[config.mk]
export PLATFORM = sky130hd
export DESIGN_NAME = html_tag_tokenizer_flat
export DESIGN_NICKNAME = d
export VERILOG_FILES = /design/src/rtl/core/htt_pkg.sv /design/src/rtl/core/htt_in_if.sv /design/src/rtl/core/htt_out_if.sv /design/src/rtl/core/htt_front.sv /design/src/rtl/core/htt_queue.sv /design/src/rtl/core/htt_back.sv /design/src/rtl/core/html_tag_tokenizer.sv /design/src/flat_wrapper.sv
export SDC_FILE = /design/constraint.sdc
export NUM_CORES = 1
export LEC_CHECK = 0
export ABC_AREA = 1
export BUFFER_PORTS_ARGS = -buffer_cell sky130_fd_sc_hd__buf_2
export CORE_MARGIN = 1.5
export CORE_UTILIZATION = 45
export CTS_CLUSTER_SIZE = 24
export DETAILED_ROUTE_END_ITERATION = 12
export PLACE_DENSITY = 0.65
export SLEW_MARGIN = 25
export SYNTH_ARGS = -nofsm -noshare
export SYNTH_HDL_FRONTEND = slang
export SYNTH_HIERARCHICAL = 1
export SYNTH_SLANG_ARGS = --single-unit
[constraint.sdc]
create_clock -name clk -period 10.4 [get_ports clk]
set_input_delay 1.04 -clock clk [delete_from_list [all_inputs] [get_ports clk]]
set_output_delay 1.04 -clock clk [all_outputs]
set_load 0.005 [all_outputs]
[src/rtl/core/htt_pkg.sv]
// htt_pkg: types, codes and character helpers for the html tag tokenizer
// no dependencies; used by every core module

package htt_pkg;

	// longest tag name, in bytes
	localparam int NAME_MAX   = 127;
	localparam int NAME_LEN_W = $clog2(NAME_MAX + 1);

	// depth of the queue between front and back
	localparam int QUEUE_DEPTH = 4;
	localparam int QUEUE_PTR_W = $clog2(QUEUE_DEPTH);
	localparam int QUEUE_CNT_W = $clog2(QUEUE_DEPTH + 1);

	// token kinds
	localparam logic [2:0] TK_NAME  = 3'd0;
	localparam logic [2:0] TK_KEY   = 3'd1;
	localparam logic [2:0] TK_KEYE  = 3'd2;
	localparam logic [2:0] TK_VALUE = 3'd3;
	localparam logic [2:0] TK_DONE  = 3'd4;
	localparam logic [2:0] TK_ERROR = 3'd5;

	// tag types
	localparam logic [1:0] TT_OPEN  = 2'd0;
	localparam logic [1:0] TT_CLOSE = 2'd1;
	localparam logic [1:0] TT_EMPTY = 2'd2;

	// characters
	localparam logic [7:0] CH_LT     = 8'h3C;
	localparam logic [7:0] CH_GT     = 8'h3E;
	localparam logic [7:0] CH_EQ     = 8'h3D;
	localparam logic [7:0] CH_SLASH  = 8'h2F;
	localparam logic [7:0] CH_DQUOTE = 8'h22;
	localparam logic [7:0] CH_SQUOTE = 8'h27;

	// scanner phase, one-hot
	typedef enum logic [9:0] {
		PH_PRE      = 10'b00_0000_0001,
		PH_AFTER_LT = 10'b00_0000_0010,
		PH_AFTER_CL = 10'b00_0000_0100,
		PH_NAME     = 10'b00_0000_1000,
		PH_ATTR_WS  = 10'b00_0001_0000,
		PH_KEY      = 10'b00_0010_0000,
		PH_EQ       = 10'b00_0100_0000,
		PH_VALUE    = 10'b00_1000_0000,
		PH_EMPTY_GT = 10'b01_0000_0000,
		PH_FINISHED = 10'b10_0000_0000
	} phase_t;

	// one result token
	typedef struct packed {
		logic [2:0] token_kind;
		logic [7:0] token_byte;
		logic [1:0] tag_type;
		logic       last_of_run;
	} token_t;

	// the tokens caused by one input byte
	typedef struct packed {
		token_t tok0;
		token_t tok1;
		logic   two;
	} entry_t;

	function automatic logic is_space(input logic [7:0] c);
		return (c == 8'h20) || ((c >= 8'h09) && (c <= 8'h0D));
	endfunction

	function automatic logic [7:0] to_lower(input logic [7:0] c);
		return ((c >= 8'h41) && (c <= 8'h5A)) ? (c + 8'd32) : c;
	endfunction

	function automatic logic is_key_char(input logic [7:0] c);
		return ((c >= 8'h61) && (c <= 8'h7A)) || ((c >= 8'h41) && (c <= 8'h5A)) ||
			((c >= 8'h30) && (c <= 8'h39)) || (c == 8'h2D) || (c == 8'h3A);
	endfunction

endpackage

[src/rtl/core/htt_in_if.sv]
// htt_in_if: input byte channel of the html tag tokenizer
// depends on nothing beyond the valid/ready convention

interface htt_in_if;
	logic       valid;
	logic       ready;
	logic [7:0] text_byte;
	logic       buffer_end;

	modport source (output valid, output text_byte, output buffer_end, input ready);
	modport sink   (input valid, input text_byte, input buffer_end, output ready);
endinterface

[src/rtl/core/htt_out_if.sv]
// htt_out_if: output token channel of the html tag tokenizer
// depends on nothing beyond the valid/ready convention

interface htt_out_if;
	logic       valid;
	logic       ready;
	logic [2:0] token_kind;
	logic [7:0] token_byte;
	logic [1:0] tag_type;
	logic       last_of_run;

	modport source (output valid, output token_kind, output token_byte,
		output tag_type, output last_of_run, input ready);
	modport sink   (input valid, input token_kind, input token_byte,
		input tag_type, input last_of_run, output ready);
endinterface

[src/rtl/core/htt_front.sv]
// htt_front: takes input bytes, runs the tag scanner and forms token entries
// depends on htt_pkg and htt_in_if

module htt_front (
	input  logic              clk,
	input  logic              arst_n,
	htt_in_if.sink            in_ch,
	input  logic              queue_full,
	output logic              push,
	output htt_pkg::entry_t   push_entry
);

	htt_pkg::phase_t               phase_q, phase_d;
	logic [htt_pkg::NAME_LEN_W-1:0] name_len_q, name_len_d;
	logic                          quote_single_q, quote_single_d;
	logic [1:0]                    kind_q, kind_d;

	logic             accept;
	logic [7:0]       c;
	logic             delim;
	logic             e_valid;
	htt_pkg::token_t  e_tok;
	logic             early_end;
	htt_pkg::token_t  err_tok;
	htt_pkg::entry_t  entry;

	assign in_ch.ready = !queue_full;
	assign accept      = in_ch.valid && in_ch.ready;
	assign c           = in_ch.text_byte;
	assign delim       = (c == htt_pkg::CH_GT) || (c == htt_pkg::CH_SLASH) || htt_pkg::is_space(c);

	// scanner next state and the token from this byte
	always_comb begin
		phase_d        = phase_q;
		name_len_d     = name_len_q;
		quote_single_d = quote_single_q;
		kind_d         = kind_q;
		e_valid        = 1'b0;
		e_tok          = '0;
		case (phase_q)
			htt_pkg::PH_PRE: begin
				if (c == htt_pkg::CH_LT) begin
					phase_d = htt_pkg::PH_AFTER_LT;
				end else if (!htt_pkg::is_space(c)) begin
					e_valid = 1'b1; e_tok.token_kind = htt_pkg::TK_ERROR;
					phase_d = htt_pkg::PH_FINISHED;
				end
			end
			htt_pkg::PH_AFTER_LT, htt_pkg::PH_AFTER_CL: begin
				if (htt_pkg::is_space(c)) begin
					phase_d = phase_q;
				end else if ((phase_q == htt_pkg::PH_AFTER_LT) && (c == htt_pkg::CH_SLASH)) begin
					kind_d  = htt_pkg::TT_CLOSE;
					phase_d = htt_pkg::PH_AFTER_CL;
				end else if (delim) begin
					e_valid = 1'b1; e_tok.token_kind = htt_pkg::TK_ERROR;
					phase_d = htt_pkg::PH_FINISHED;
				end else begin
					e_valid = 1'b1; e_tok.token_kind = htt_pkg::TK_NAME;
					e_tok.token_byte = htt_pkg::to_lower(c);
					name_len_d = htt_pkg::NAME_LEN_W'(1);
					phase_d    = htt_pkg::PH_NAME;
				end
			end
			htt_pkg::PH_NAME: begin
				if (htt_pkg::is_space(c)) begin
					phase_d = htt_pkg::PH_ATTR_WS;
				end else if (c == htt_pkg::CH_GT) begin
					e_valid = 1'b1; e_tok.token_kind = htt_pkg::TK_DONE;
					e_tok.tag_type = kind_q;
					phase_d = htt_pkg::PH_FINISHED;
				end else if (c == htt_pkg::CH_SLASH) begin
					kind_d  = htt_pkg::TT_EMPTY;
					phase_d = htt_pkg::PH_EMPTY_GT;
				end else if (name_len_q >= htt_pkg::NAME_LEN_W'(htt_pkg::NAME_MAX)) begin
					e_valid = 1'b1; e_tok.token_kind = htt_pkg::TK_ERROR;
					phase_d = htt_pkg::PH_FINISHED;
				end else begin
					e_valid = 1'b1; e_tok.token_kind = htt_pkg::TK_NAME;
					e_tok.token_byte = htt_pkg::to_lower(c);
					name_len_d = name_len_q + htt_pkg::NAME_LEN_W'(1);
				end
			end
			htt_pkg::PH_ATTR_WS: begin
				if (htt_pkg::is_space(c)) begin
					phase_d = phase_q;
				end else if (c == htt_pkg::CH_GT) begin
					e_valid = 1'b1; e_tok.token_kind = htt_pkg::TK_DONE;
					e_tok.tag_type = kind_q;
					phase_d = htt_pkg::PH_FINISHED;
				end else if (c == htt_pkg::CH_SLASH) begin
					kind_d  = htt_pkg::TT_EMPTY;
					phase_d = htt_pkg::PH_EMPTY_GT;
				end else if (htt_pkg::is_key_char(c)) begin
					e_valid = 1'b1; e_tok.token_kind = htt_pkg::TK_KEY;
					e_tok.token_byte = htt_pkg::to_lower(c);
					phase_d = htt_pkg::PH_KEY;
				end else begin
					e_valid = 1'b1; e_tok.token_kind = htt_pkg::TK_ERROR;
					phase_d = htt_pkg::PH_FINISHED;
				end
			end
			htt_pkg::PH_KEY: begin
				if (htt_pkg::is_key_char(c)) begin
					e_valid = 1'b1; e_tok.token_kind = htt_pkg::TK_KEY;
					e_tok.token_byte = htt_pkg::to_lower(c);
				end else if (c == htt_pkg::CH_EQ) begin
					phase_d = htt_pkg::PH_EQ;
				end else begin
					e_valid = 1'b1; e_tok.token_kind = htt_pkg::TK_ERROR;
					phase_d = htt_pkg::PH_FINISHED;
				end
			end
			htt_pkg::PH_EQ: begin
				if ((c == htt_pkg::CH_DQUOTE) || (c == htt_pkg::CH_SQUOTE)) begin
					quote_single_d = (c == htt_pkg::CH_SQUOTE);
					e_valid = 1'b1; e_tok.token_kind = htt_pkg::TK_KEYE;
					phase_d = htt_pkg::PH_VALUE;
				end else begin
					e_valid = 1'b1; e_tok.token_kind = htt_pkg::TK_ERROR;
					phase_d = htt_pkg::PH_FINISHED;
				end
			end
			htt_pkg::PH_VALUE: begin
				if (c == (quote_single_q ? htt_pkg::CH_SQUOTE : htt_pkg::CH_DQUOTE)) begin
					phase_d = htt_pkg::PH_ATTR_WS;
				end else begin
					e_valid = 1'b1; e_tok.token_kind = htt_pkg::TK_VALUE;
					e_tok.token_byte = c;
				end
			end
			htt_pkg::PH_EMPTY_GT: begin
				if (htt_pkg::is_space(c)) begin
					phase_d = phase_q;
				end else if (c == htt_pkg::CH_GT) begin
					e_valid = 1'b1; e_tok.token_kind = htt_pkg::TK_DONE;
					e_tok.tag_type = kind_q;
					phase_d = htt_pkg::PH_FINISHED;
				end else begin
					e_valid = 1'b1; e_tok.token_kind = htt_pkg::TK_ERROR;
					phase_d = htt_pkg::PH_FINISHED;
				end
			end
			default: begin
				phase_d = htt_pkg::PH_FINISHED;
			end
		endcase

		// end of buffer: unfinished tag is an error, then back to reset values
		early_end = in_ch.buffer_end && (phase_d != htt_pkg::PH_FINISHED);
		if (in_ch.buffer_end) begin
			phase_d        = htt_pkg::PH_PRE;
			name_len_d     = '0;
			quote_single_d = 1'b0;
			kind_d         = htt_pkg::TT_OPEN;
		end
	end

	// pack the tokens of this byte, marking the final one
	always_comb begin
		err_tok             = '0;
		err_tok.token_kind  = htt_pkg::TK_ERROR;
		err_tok.last_of_run = 1'b1;
		entry               = '0;
		if (e_valid) begin
			entry.tok0             = e_tok;
			entry.tok0.last_of_run = !early_end;
			entry.tok1             = err_tok;
			entry.two              = early_end;
		end else begin
			entry.tok0 = err_tok;
		end
	end

	assign push       = accept && (e_valid || early_end);
	assign push_entry = entry;

	// scanner state
	always_ff @(posedge clk or negedge arst_n) begin
		if (!arst_n) begin
			phase_q        <= htt_pkg::PH_PRE;
			name_len_q     <= '0;
			quote_single_q <= 1'b0;
			kind_q         <= htt_pkg::TT_OPEN;
		end else if (accept) begin
			phase_q        <= phase_d;
			name_len_q     <= name_len_d;
			quote_single_q <= quote_single_d;
			kind_q         <= kind_d;
		end
	end

endmodule

[src/rtl/core/htt_queue.sv]
// htt_queue: short queue of token entries between front and back
// depends on htt_pkg

module htt_queue (
	input  logic            clk,
	input  logic            arst_n,
	input  logic            push,
	input  htt_pkg::entry_t push_entry,
	output logic            full,
	input  logic            pop,
	output logic            not_empty,
	output htt_pkg::entry_t head
);

	htt_pkg::entry_t                mem_q [htt_pkg::QUEUE_DEPTH];
	logic [htt_pkg::QUEUE_PTR_W-1:0] wr_ptr_q, rd_ptr_q;
	logic [htt_pkg::QUEUE_CNT_W-1:0] count_q;
	logic                           do_push, do_pop;

	assign full      = (count_q == htt_pkg::QUEUE_CNT_W'(htt_pkg::QUEUE_DEPTH));
	assign not_empty = (count_q != '0);
	assign do_push   = push && !full;
	assign do_pop    = pop && not_empty;
	assign head      = mem_q[rd_ptr_q];

	// entry storage
	always_ff @(posedge clk) begin
		if (do_push) begin
			mem_q[wr_ptr_q] <= push_entry;
		end
	end

	// pointers and fill level
	always_ff @(posedge clk or negedge arst_n) begin
		if (!arst_n) begin
			wr_ptr_q <= '0;
			rd_ptr_q <= '0;
			count_q  <= '0;
		end else begin
			if (do_push) begin
				wr_ptr_q <= wr_ptr_q + htt_pkg::QUEUE_PTR_W'(1);
			end
			if (do_pop) begin
				rd_ptr_q <= rd_ptr_q + htt_pkg::QUEUE_PTR_W'(1);
			end
			if (do_push && !do_pop) begin
				count_q <= count_q + htt_pkg::QUEUE_CNT_W'(1);
			end else if (do_pop && !do_push) begin
				count_q <= count_q - htt_pkg::QUEUE_CNT_W'(1);
			end
		end
	end

endmodule

[src/rtl/core/htt_back.sv]
// htt_back: drains queued entries and sends their tokens one request at a time
// depends on htt_pkg and htt_out_if

module htt_back (
	input  logic            clk,
	input  logic            arst_n,
	input  logic            not_empty,
	input  htt_pkg::entry_t head,
	output logic            pop,
	htt_out_if.source       out_ch
);

	logic            out_valid_q;
	htt_pkg::token_t out_tok_q;
	logic            pend_q;
	htt_pkg::token_t pend_tok_q;
	logic            load;

	// output register free this cycle
	assign load = !out_valid_q || out_ch.ready;
	assign pop  = load && !pend_q && not_empty;

	assign out_ch.valid       = out_valid_q;
	assign out_ch.token_kind  = out_tok_q.token_kind;
	assign out_ch.token_byte  = out_tok_q.token_byte;
	assign out_ch.tag_type    = out_tok_q.tag_type;
	assign out_ch.last_of_run = out_tok_q.last_of_run;

	// control: output valid and second token pending
	always_ff @(posedge clk or negedge arst_n) begin
		if (!arst_n) begin
			out_valid_q <= 1'b0;
			pend_q      <= 1'b0;
		end else if (load) begin
			if (pend_q) begin
				out_valid_q <= 1'b1;
				pend_q      <= 1'b0;
			end else begin
				out_valid_q <= not_empty;
				pend_q      <= not_empty && head.two;
			end
		end
	end

	// payload
	always_ff @(posedge clk) begin
		if (load) begin
			if (pend_q) begin
				out_tok_q <= pend_tok_q;
			end else if (not_empty) begin
				out_tok_q  <= head.tok0;
				pend_tok_q <= head.tok1;
			end
		end
	end

endmodule

[src/rtl/core/html_tag_tokenizer.sv]
// html_tag_tokenizer: top level of the single tag tokenizer
// depends on htt_pkg, htt_in_if, htt_out_if, htt_front, htt_queue, htt_back
//
//   channel   dir   payload                                          unit
//   in_ch     in    text_byte[7:0], buffer_end                       one byte
//   out_ch    out   token_kind[2:0], token_byte[7:0], tag_type[1:0], one token
//                   last_of_run
//
// one byte is taken per cycle while the queue is not full; a byte that gives two
// tokens sends them in turn, one after the other, from the output register.
// the scanner state machine in the front decides each byte in the cycle it is taken.
// a four-entry queue lets input requests continue while the output stalls.
// reset empties the queue and returns the scanner to waiting for the bracket.

module html_tag_tokenizer (
	input  logic       clk,
	input  logic       arst_n,
	htt_in_if.sink     in_ch,
	htt_out_if.source  out_ch
);

	logic            push;
	htt_pkg::entry_t push_entry;
	logic            queue_full;
	logic            pop;
	logic            not_empty;
	htt_pkg::entry_t head;

	// scanner
	htt_front u_front (
		.clk        (clk),
		.arst_n     (arst_n),
		.in_ch      (in_ch),
		.queue_full (queue_full),
		.push       (push),
		.push_entry (push_entry)
	);

	// decoupling queue
	htt_queue u_queue (
		.clk        (clk),
		.arst_n     (arst_n),
		.push       (push),
		.push_entry (push_entry),
		.full       (queue_full),
		.pop        (pop),
		.not_empty  (not_empty),
		.head       (head)
	);

	// token sender
	htt_back u_back (
		.clk       (clk),
		.arst_n    (arst_n),
		.not_empty (not_empty),
		.head      (head),
		.pop       (pop),
		.out_ch    (out_ch)
	);

endmodule
[src/flat_wrapper.sv]
// flat-port wrapper written by rule: the top's interface ports become plain ports
module html_tag_tokenizer_flat 
  (clk, arst_n, in_ch_valid, in_ch_text_byte, in_ch_buffer_end, in_ch_ready, out_ch_valid, out_ch_token_kind, out_ch_token_byte, out_ch_tag_type, out_ch_last_of_run, out_ch_ready);
  htt_in_if in_ch_i ();
  htt_out_if out_ch_i ();
  input  logic clk;
  input  logic arst_n;
  input wire logic [$bits(in_ch_i.valid)-1:0] in_ch_valid;
  input wire logic [$bits(in_ch_i.text_byte)-1:0] in_ch_text_byte;
  input wire logic [$bits(in_ch_i.buffer_end)-1:0] in_ch_buffer_end;
  output wire logic [$bits(in_ch_i.ready)-1:0] in_ch_ready;
  output wire logic [$bits(out_ch_i.valid)-1:0] out_ch_valid;
  output wire logic [$bits(out_ch_i.token_kind)-1:0] out_ch_token_kind;
  output wire logic [$bits(out_ch_i.token_byte)-1:0] out_ch_token_byte;
  output wire logic [$bits(out_ch_i.tag_type)-1:0] out_ch_tag_type;
  output wire logic [$bits(out_ch_i.last_of_run)-1:0] out_ch_last_of_run;
  input wire logic [$bits(out_ch_i.ready)-1:0] out_ch_ready;
  assign in_ch_i.valid = in_ch_valid;
  assign in_ch_i.text_byte = in_ch_text_byte;
  assign in_ch_i.buffer_end = in_ch_buffer_end;
  assign in_ch_ready = in_ch_i.ready;
  assign out_ch_valid = out_ch_i.valid;
  assign out_ch_token_kind = out_ch_i.token_kind;
  assign out_ch_token_byte = out_ch_i.token_byte;
  assign out_ch_tag_type = out_ch_i.tag_type;
  assign out_ch_last_of_run = out_ch_i.last_of_run;
  assign out_ch_i.ready = out_ch_ready;
  html_tag_tokenizer u_core (.clk(clk), .arst_n(arst_n), .in_ch(in_ch_i), .out_ch(out_ch_i));
endmodule
== Word level (Yosys, flattened, before mapping) ==
Memories as Yosys holds them, arrays and structs flattened.
Cells that the tools add are included.

* Register bits: 57
* RAM bits: 116
* Bits of input ports: 13
* Output and inout port bits: 16
* Memories: 1

{| class="wikitable"
|+ Memory list
! memory !! depth !! bits a word !! read ports !! clocked after memory_dff !! wr ports !! line !! text
|-
| u_core.u_queue.mem_q || 4 || 29 || 1 || 0 || 1 || htt_queue.sv:15 || <nowiki>htt_pkg::entry_t mem_q [htt_pkg::QUEUE_DEPTH];</nowiki>
|}

* Add/subtract/negate cells: 6
* Magnitude comparators: 9
* Equal/unequal tests: 32
* Muxes and demuxes: 90
* Bitwise logic cells: 1
* Reduce and logical (&&, ||, !) cells: 45

{| class="wikitable"
|+ Operator list
! operator !! count
|-
| two-way mux 10 bit || 19
|-
| case mux 10 bit (8 select lines) || 1
|-
| == test 8 x 6 -> 1 bit (second input constant) || 9
|-
| two-way mux 7 bit || 8
|-
| two-way mux 8 bit || 6
|-
| two-way mux 11 bit || 4
|-
| two-way mux 14 bit || 3
|-
| two-way mux 3 bit || 14
|-
| case mux 8 bit (5 select lines) || 1
|-
| != test 3 bit (second input constant) || 10
|-
| two-way mux 13 bit || 2
|-
| case mux 3 bit (8 select lines) || 1
|-
| two-way mux 1 bit || 18
|-
| greater-or-equal comparator 8 x 7 -> 1 bit (second input constant) || 2
|-
| <= comparator 8 x 7 -> 1 bit (second input constant) || 2
|-
| two-way mux 2 bit || 8
|-
| logical AND 1 bit || 15
|-
| two-way mux 15 bit || 1
|-
| case mux 7 bit (2 select lines) || 1
|-
| == test 10 x 1 -> 1 bit (second input constant) || 1
|-
| == test 10 x 2 -> 1 bit (second input constant) || 1
|-
| == test 10 x 3 -> 1 bit (second input constant) || 1
|-
| == test 10 x 4 -> 1 bit (second input constant) || 1
|-
| == test 10 x 5 -> 1 bit (second input constant) || 1
|-
| 31 further kinds || 53
|}

== Depth between registers and ports, before layout ==
* Word-level depth: 20
* Mapped depth: 23

== Modules after synthesis ==
The synthesis kept the hierarchy.

{| class="wikitable"
|+ By module, submodules not included
! module !! instances !! cells an instance !! area an instance (um^2) !! seq. area each (um^2)
|-
| htt_queue || 1 || 398 || 5175.0 || 3658.5
|-
| htt_front || 1 || 466 || 2922.8 || 501.7
|-
| htt_back || 1 || 90 || 1158.6 || 890.9
|}

== Worst setup path after synthesis ==
Ideal clock, no wire load.

* Path type: input to register
* Start point: in in_ch_text_byte[5]
* End point: mem u_core/u_queue/mem_q[0][0] in the netlist's numbering (enable)
* Arrival: 3.771 ns
* Required time: 9.985 ns
* Setup slack: 6.214 ns
* Cell stages on the path: 15
* Cell sequence: buf_4 inv_1 ha_1 nand2_1 nand2_1 nand2_1 nor2_1 nor2_1 nand3_1 nand2_1 nor2_4 nand3_4 a21oi_2 nand2_1 nor2_1

* Longest elaborated chain between the ends: 18
* Elaborated cells on any way between the ends: 66
* Classes of those cells: order compare (8); eq/ne (11); mux (30); reduce/logical (17)

{| class="wikitable"
|+ RTL lines
! item !! line !! text
|-
| from (decl) || flat_wrapper.sv:9 || <nowiki>input wire logic [$bits(in_ch_i.text_byte)-1:0] in_ch_text_byte;</nowiki>
|-
| greater-or-equal comparator 8 x 7 -> 1 bit or <= comparator 8 x 7 -> 1 bit (tied branches) || htt_pkg.sv:74 || <nowiki>return ((c >= 8'h61) && (c <= 8'h7A)) || ((c >= 8'h41) && (c <= 8'h5A)) ||</nowiki>
|-
| logical AND 1 bit || htt_pkg.sv:74 ||
|-
| logical OR 1 bit (2 in a row) || htt_pkg.sv:74 ||
|-
| logical OR 1 bit (2 in a row) || htt_pkg.sv:75 || <nowiki>((c >= 8'h30) && (c <= 8'h39)) || (c == 8'h2D) || (c == 8'h3A);</nowiki>
|-
| two-way mux 10 bit || htt_front.sv:94 || <nowiki>end else if (htt_pkg::is_key_char(c)) begin</nowiki>
|-
| two-way mux 10 bit || htt_front.sv:91 || <nowiki>end else if (c == htt_pkg::CH_SLASH) begin</nowiki>
|-
| two-way mux 10 bit || htt_front.sv:87 || <nowiki>end else if (c == htt_pkg::CH_GT) begin</nowiki>
|-
| two-way mux 10 bit || htt_front.sv:85 || <nowiki>if (htt_pkg::is_space(c)) begin</nowiki>
|-
| case mux 10 bit (8 select lines) || htt_front.sv:40 || <nowiki>case (phase_q)</nowiki>
|-
| != test 10 bit || htt_front.sv:150 || <nowiki>early_end = in_ch.buffer_end && (phase_d != htt_pkg::PH_FINISHED);</nowiki>
|-
| logical AND 1 bit || htt_front.sv:150 ||
|-
| logical OR 1 bit * || htt_front.sv:175 || <nowiki>assign push = accept && (e_valid || early_end);</nowiki>
|-
| logical AND 1 bit * || htt_front.sv:175 ||
|-
| named net u_core.push || html_tag_tokenizer.sv:22 || <nowiki>logic push;</nowiki>
|-
| logical AND 1 bit * || htt_queue.sv:22 || <nowiki>assign do_push = push && !full;</nowiki>
|-
| two-way mux 1 bit * || htt_queue.sv:28 || <nowiki>if (do_push) begin</nowiki>
|-
| two-way mux 1 bit (not written as such) * || htt_queue.sv:29 || <nowiki>mem_q[wr_ptr_q] <= push_entry;</nowiki>
|-
| to (decl) || htt_queue.sv:15 ||
|}

Mark *: on every way through the listed nets, which the timed path passes. The rest lies on a longest branch.

== Final worst setup path ==
* Start point: in in_ch_text_byte[0]
* End point: reg u_core/u_queue/count_q[1] in the netlist's numbering

* Longest elaborated chain between the ends: 19
* Elaborated cells on any way between the ends: 69
* Classes of those cells: order compare (8); eq/ne (11); mux (29); reduce/logical (21)

{| class="wikitable"
|+ RTL lines
! item !! line !! text
|-
| greater-or-equal comparator 8 x 7 -> 1 bit or <= comparator 8 x 7 -> 1 bit (tied branches) || htt_pkg.sv:74 ||
|-
| logical AND 1 bit || htt_pkg.sv:74 ||
|-
| logical OR 1 bit (2 in a row) || htt_pkg.sv:74 ||
|-
| logical OR 1 bit (2 in a row) || htt_pkg.sv:75 ||
|-
| two-way mux 10 bit || htt_front.sv:94 ||
|-
| two-way mux 10 bit || htt_front.sv:91 ||
|-
| two-way mux 10 bit || htt_front.sv:87 ||
|-
| two-way mux 10 bit || htt_front.sv:85 ||
|-
| [... 3 more ...] || -- ||
|-
| logical OR 1 bit * || htt_front.sv:175 ||
|-
| logical AND 1 bit * || htt_front.sv:175 ||
|-
| named net u_core.push || html_tag_tokenizer.sv:22 ||
|-
| logical AND 1 bit * || htt_queue.sv:22 ||
|-
| named net u_core.u_queue.do_push || htt_queue.sv:18 || <nowiki>logic do_push, do_pop;</nowiki>
|-
| zero test 1 bit || htt_queue.sv:48 || <nowiki>end else if (do_pop && !do_push) begin</nowiki>
|-
| logical AND 1 bit || htt_queue.sv:48 ||
|-
| nonzero test 2 bit (no source line) || -- ||
|-
| to (signal assigned) || htt_queue.sv:47 || <nowiki>count_q <= count_q + htt_pkg::QUEUE_CNT_W'(1);</nowiki>
|-
| to (signal assigned) || htt_queue.sv:49 || <nowiki>count_q <= count_q - htt_pkg::QUEUE_CNT_W'(1);</nowiki>
|-
| to (decl) || htt_queue.sv:17 || <nowiki>logic [htt_pkg::QUEUE_CNT_W-1:0] count_q;</nowiki>
|}

Marked as above.
A chain may end at the register's enable or synchronous reset.

==> results.toml <==
[synthesis]
ys_ff_latch = 173
syn_area_per_cell_um2 = 9.70
async_flop_share_pct = 16.8
synth_top_area_share_pct = 46.7
synthTopCellsByCount = "nand2_1, edfxtp_1, inv_1"
ys.flop_type = "edfxtp_1"
synth.cell_area_um2 = 9260
yosys.area.top_type = "edfxtp_1"
synth_most_common_cell = "nand2_1"
synth_warnings = 6
synth.area.top_cells = "edfxtp_1, nand2_1, dfrtp_1"
seq_area_frac_synth_pct = 54.6
synth_cell_types = 54
synth_edf_count = 144
synth_cells = 954

[setup_path]
arrival_ns = 3.92
end_kind = "flip-flop"
critPathRequiredTime_ns = 10.71
startpoint_type = "input port"
crit_type = "input port to flip-flop"
worstPathMaxFanout = 19

[floorplan]
die_h_um = 146
initial_core_util_pct = 45.7
core-area_um2 = 20200
placement_rows = 52
dieWidth_um = 146
die_area_um2 = 21400
pin_count = 29

[cts]
worst_skew_pair.late_latency_ns = 0.43
clockBufferDepth = 2
path_clk_slew_ns = 0.07
hold_buffers = 0
cts_tree = "done"
clock_sinks = 173
post_cts_buffers = 0
htreeDepth = 4
cts_buffers = 17
cts-root-buf = "clkbuf_16"
cts_resized = 0

[timing]
worstMarginPinSlew_ns = 0.918
clock.fmax_mhz = 277
setup_viol = 0
clock_skew_ns = 0.00990
min_period_over_period_pct = 34.7
rsz0062_at_grt = "false"
hold_viol = 0
slew_headroom_pct = 38.8
fin_crit_ns = 3.61
tns_ns = 0
holdWs_ns = 0.481
setup_slack_ns = 6.79
drv_slew = 0

[routing]
num_vias = 6254
drt-total-wl_um = 18800
detail_route.first_pass.iterations = 4
viasPerCell = 4.97
wire_per_inst_um = 14.9
antenna_left = 0
drt_iter0_markers = 313
drc = 0

[final_layout]
area_growth_pct = 9.68
final_cells = 1258
antennaDiodeCount = 0
fin_nets = 998
drive_gt1_share_pct = 18.9

[grt]
grt_max_degree = 85
track_usage_pct = 18.6
grt_pass1_wl_um = 31000
gr-total-overflow = 0
antenna_found_initial = 0
grt_pass1_vias = 6003

[place]
post-place-ws_ns = 6.39
place_congestion = 0.899
placed_cells = 1226
dp_hpwl_um = 12600
io_buffers = 28

[job]
cap_violations = 0

[power]
powerDensity_nw_per_um2 = 228
leakage_nw = 4.42
vdd_drop_max_mv = 0.145

[outcome]
status = "finished, final reports clean"

[hold_path]
min_path_type = "flip-flop to flip-flop"
[critical path: stages]
cell and delay [ns]:
buf_2 0.17, nor2_1 0.24, inv_1 0.09, or2_0 0.22, a21oi_2 0.19, nor2_2 0.12
nor3_4 0.20, nand3_4 0.22, inv_2 0.15, a21oi_2 0.08, nand2_1 0.24, inv_1 0.09
ha_1 0.24, inv_1 0.09, fa_1 0.40, nand2_1 0.07, o21ai_0 0.07
[path summary, 6_finish.rpt]
check,from,endpoint,slack [ns],cells past startpoint
max in group asynchronous,arst_n,u_core/u_back/pend_q,9.29,1
hold reg to reg,u_core/u_front/name_len_q[3],u_core/u_front/name_len_q[3],0.48,2
hold / removal,u_core/u_front/name_len_q[3],u_core/u_front/name_len_q[3],0.48,2
setup / recovery,in_ch_text_byte[0],u_core/u_queue/count_q[1],6.79,17
min in group asynchronous,arst_n,u_core/u_front/phase_q[3],0.65,1
setup reg to reg,u_core/u_front/phase_q[8],u_core/u_queue/count_q[2],6.85,18
[area by class of cell]
class	instances	area, µm²
Clock buffer	17	425
Clock inverter	15	186
Fill cell	1820	10100
Inverter	146	557
Multi-Input combinational cell	600	3390
Sequential cell	173	5050
Tap cell	270	338
Timing Repair Buffer	37	208
[cells by family (layout without fill, tap and decap cells)]
logic type	after synthesis	count (layout)	synth area share [%]
buffers and inverters	191	215	9.41
adder cells (fa/ha/maj)	10	10	1.43
AND/OR/NAND/NOR	472	472	24.8
flip-flops	173	173	54.6
XOR/XNOR	3	3	0.284
other	1	11	0.0405
AO/OA/AOI/OAI	104	104	9.42
[metal layers]
| metal | vias up | routed length (µm) | GRT usage [%] |
|---|---|---|---|
| li1 | 3190 | - | - |
| met1 | 2921 | 8720 | 24.9 |
| met5 | - | 0 | 0 |
| met2 | 111 | 9030 | 30.4 |
| met3 | 32 | 568 | 2.75 |
| met4 | 0 | 475 | 8.08 |
[power by group]
group / internal (mW) / switching [mW] / leakage, nW
clock network: 0.349 / 0.301 / 0.299
logic: 0.220 / 0.482 / 2.40
registers: 0.921 / 0.0440 / 1.72
total: 1.49 / 0.827 / 4.42
[state kept, by name, indices dropped and copies added (netlist names)]
| name | cells |
|---|---|
| u_core/u_back/out_ch.last_of_run | 1 |
| u_core/u_front/phase_q | 10 |
| u_core/u_queue/rd_ptr_q | 2 |
| u_core/u_front/quote_single_q | 1 |
| u_core/u_back/out_ch.token_byte | 8 |
| u_core/u_back/out_ch.tag_type | 2 |
| u_core/u_queue/mem_q | 116 |
| u_core/u_back/out_ch.valid | 1 |
| u_core/u_front/name_len_q | 7 |
| u_core/u_queue/count_q | 3 |
| u_core/u_front/kind_q | 2 |
| u_core/u_back/out_ch.token_kind | 3 |
| u_core/u_back/pend_tok_q | 14 |
| u_core/u_queue/wr_ptr_q | 2 |
| u_core/u_back/pend_q | 1 |
[through the flow]
step | instance area [µm²] | utilization (%) | power (mW)
finish | 10200 | 50.2 | 2.32
global placement | 9540 | 47.1 | 1.68
floorplan | 9290 | - | 1.52
detailed placement | 9540 | 47.1 | 1.69
CTS | 10200 | 50.2 | 2.35
global route | 10200 | 50.2 | 2.47
[cell usage in the layout, fill, tap and decap left out, drive strengths merged, types with 2 or more instances in the layout]
cell	n
nand2	291
inv	154
edfxtp	144
nor2	87
nand3	59
o211ai	59
buf	37
dfrtp	28
o21ai	25
clkbuf	17
nand4	15
conb	11
nor3	10
ha	9
a21oi	9
o22ai	5
clkinv	5
nor4	4
nand3b	4
o21a	2
xor2	2
Power figures use the tool's default switching activity.
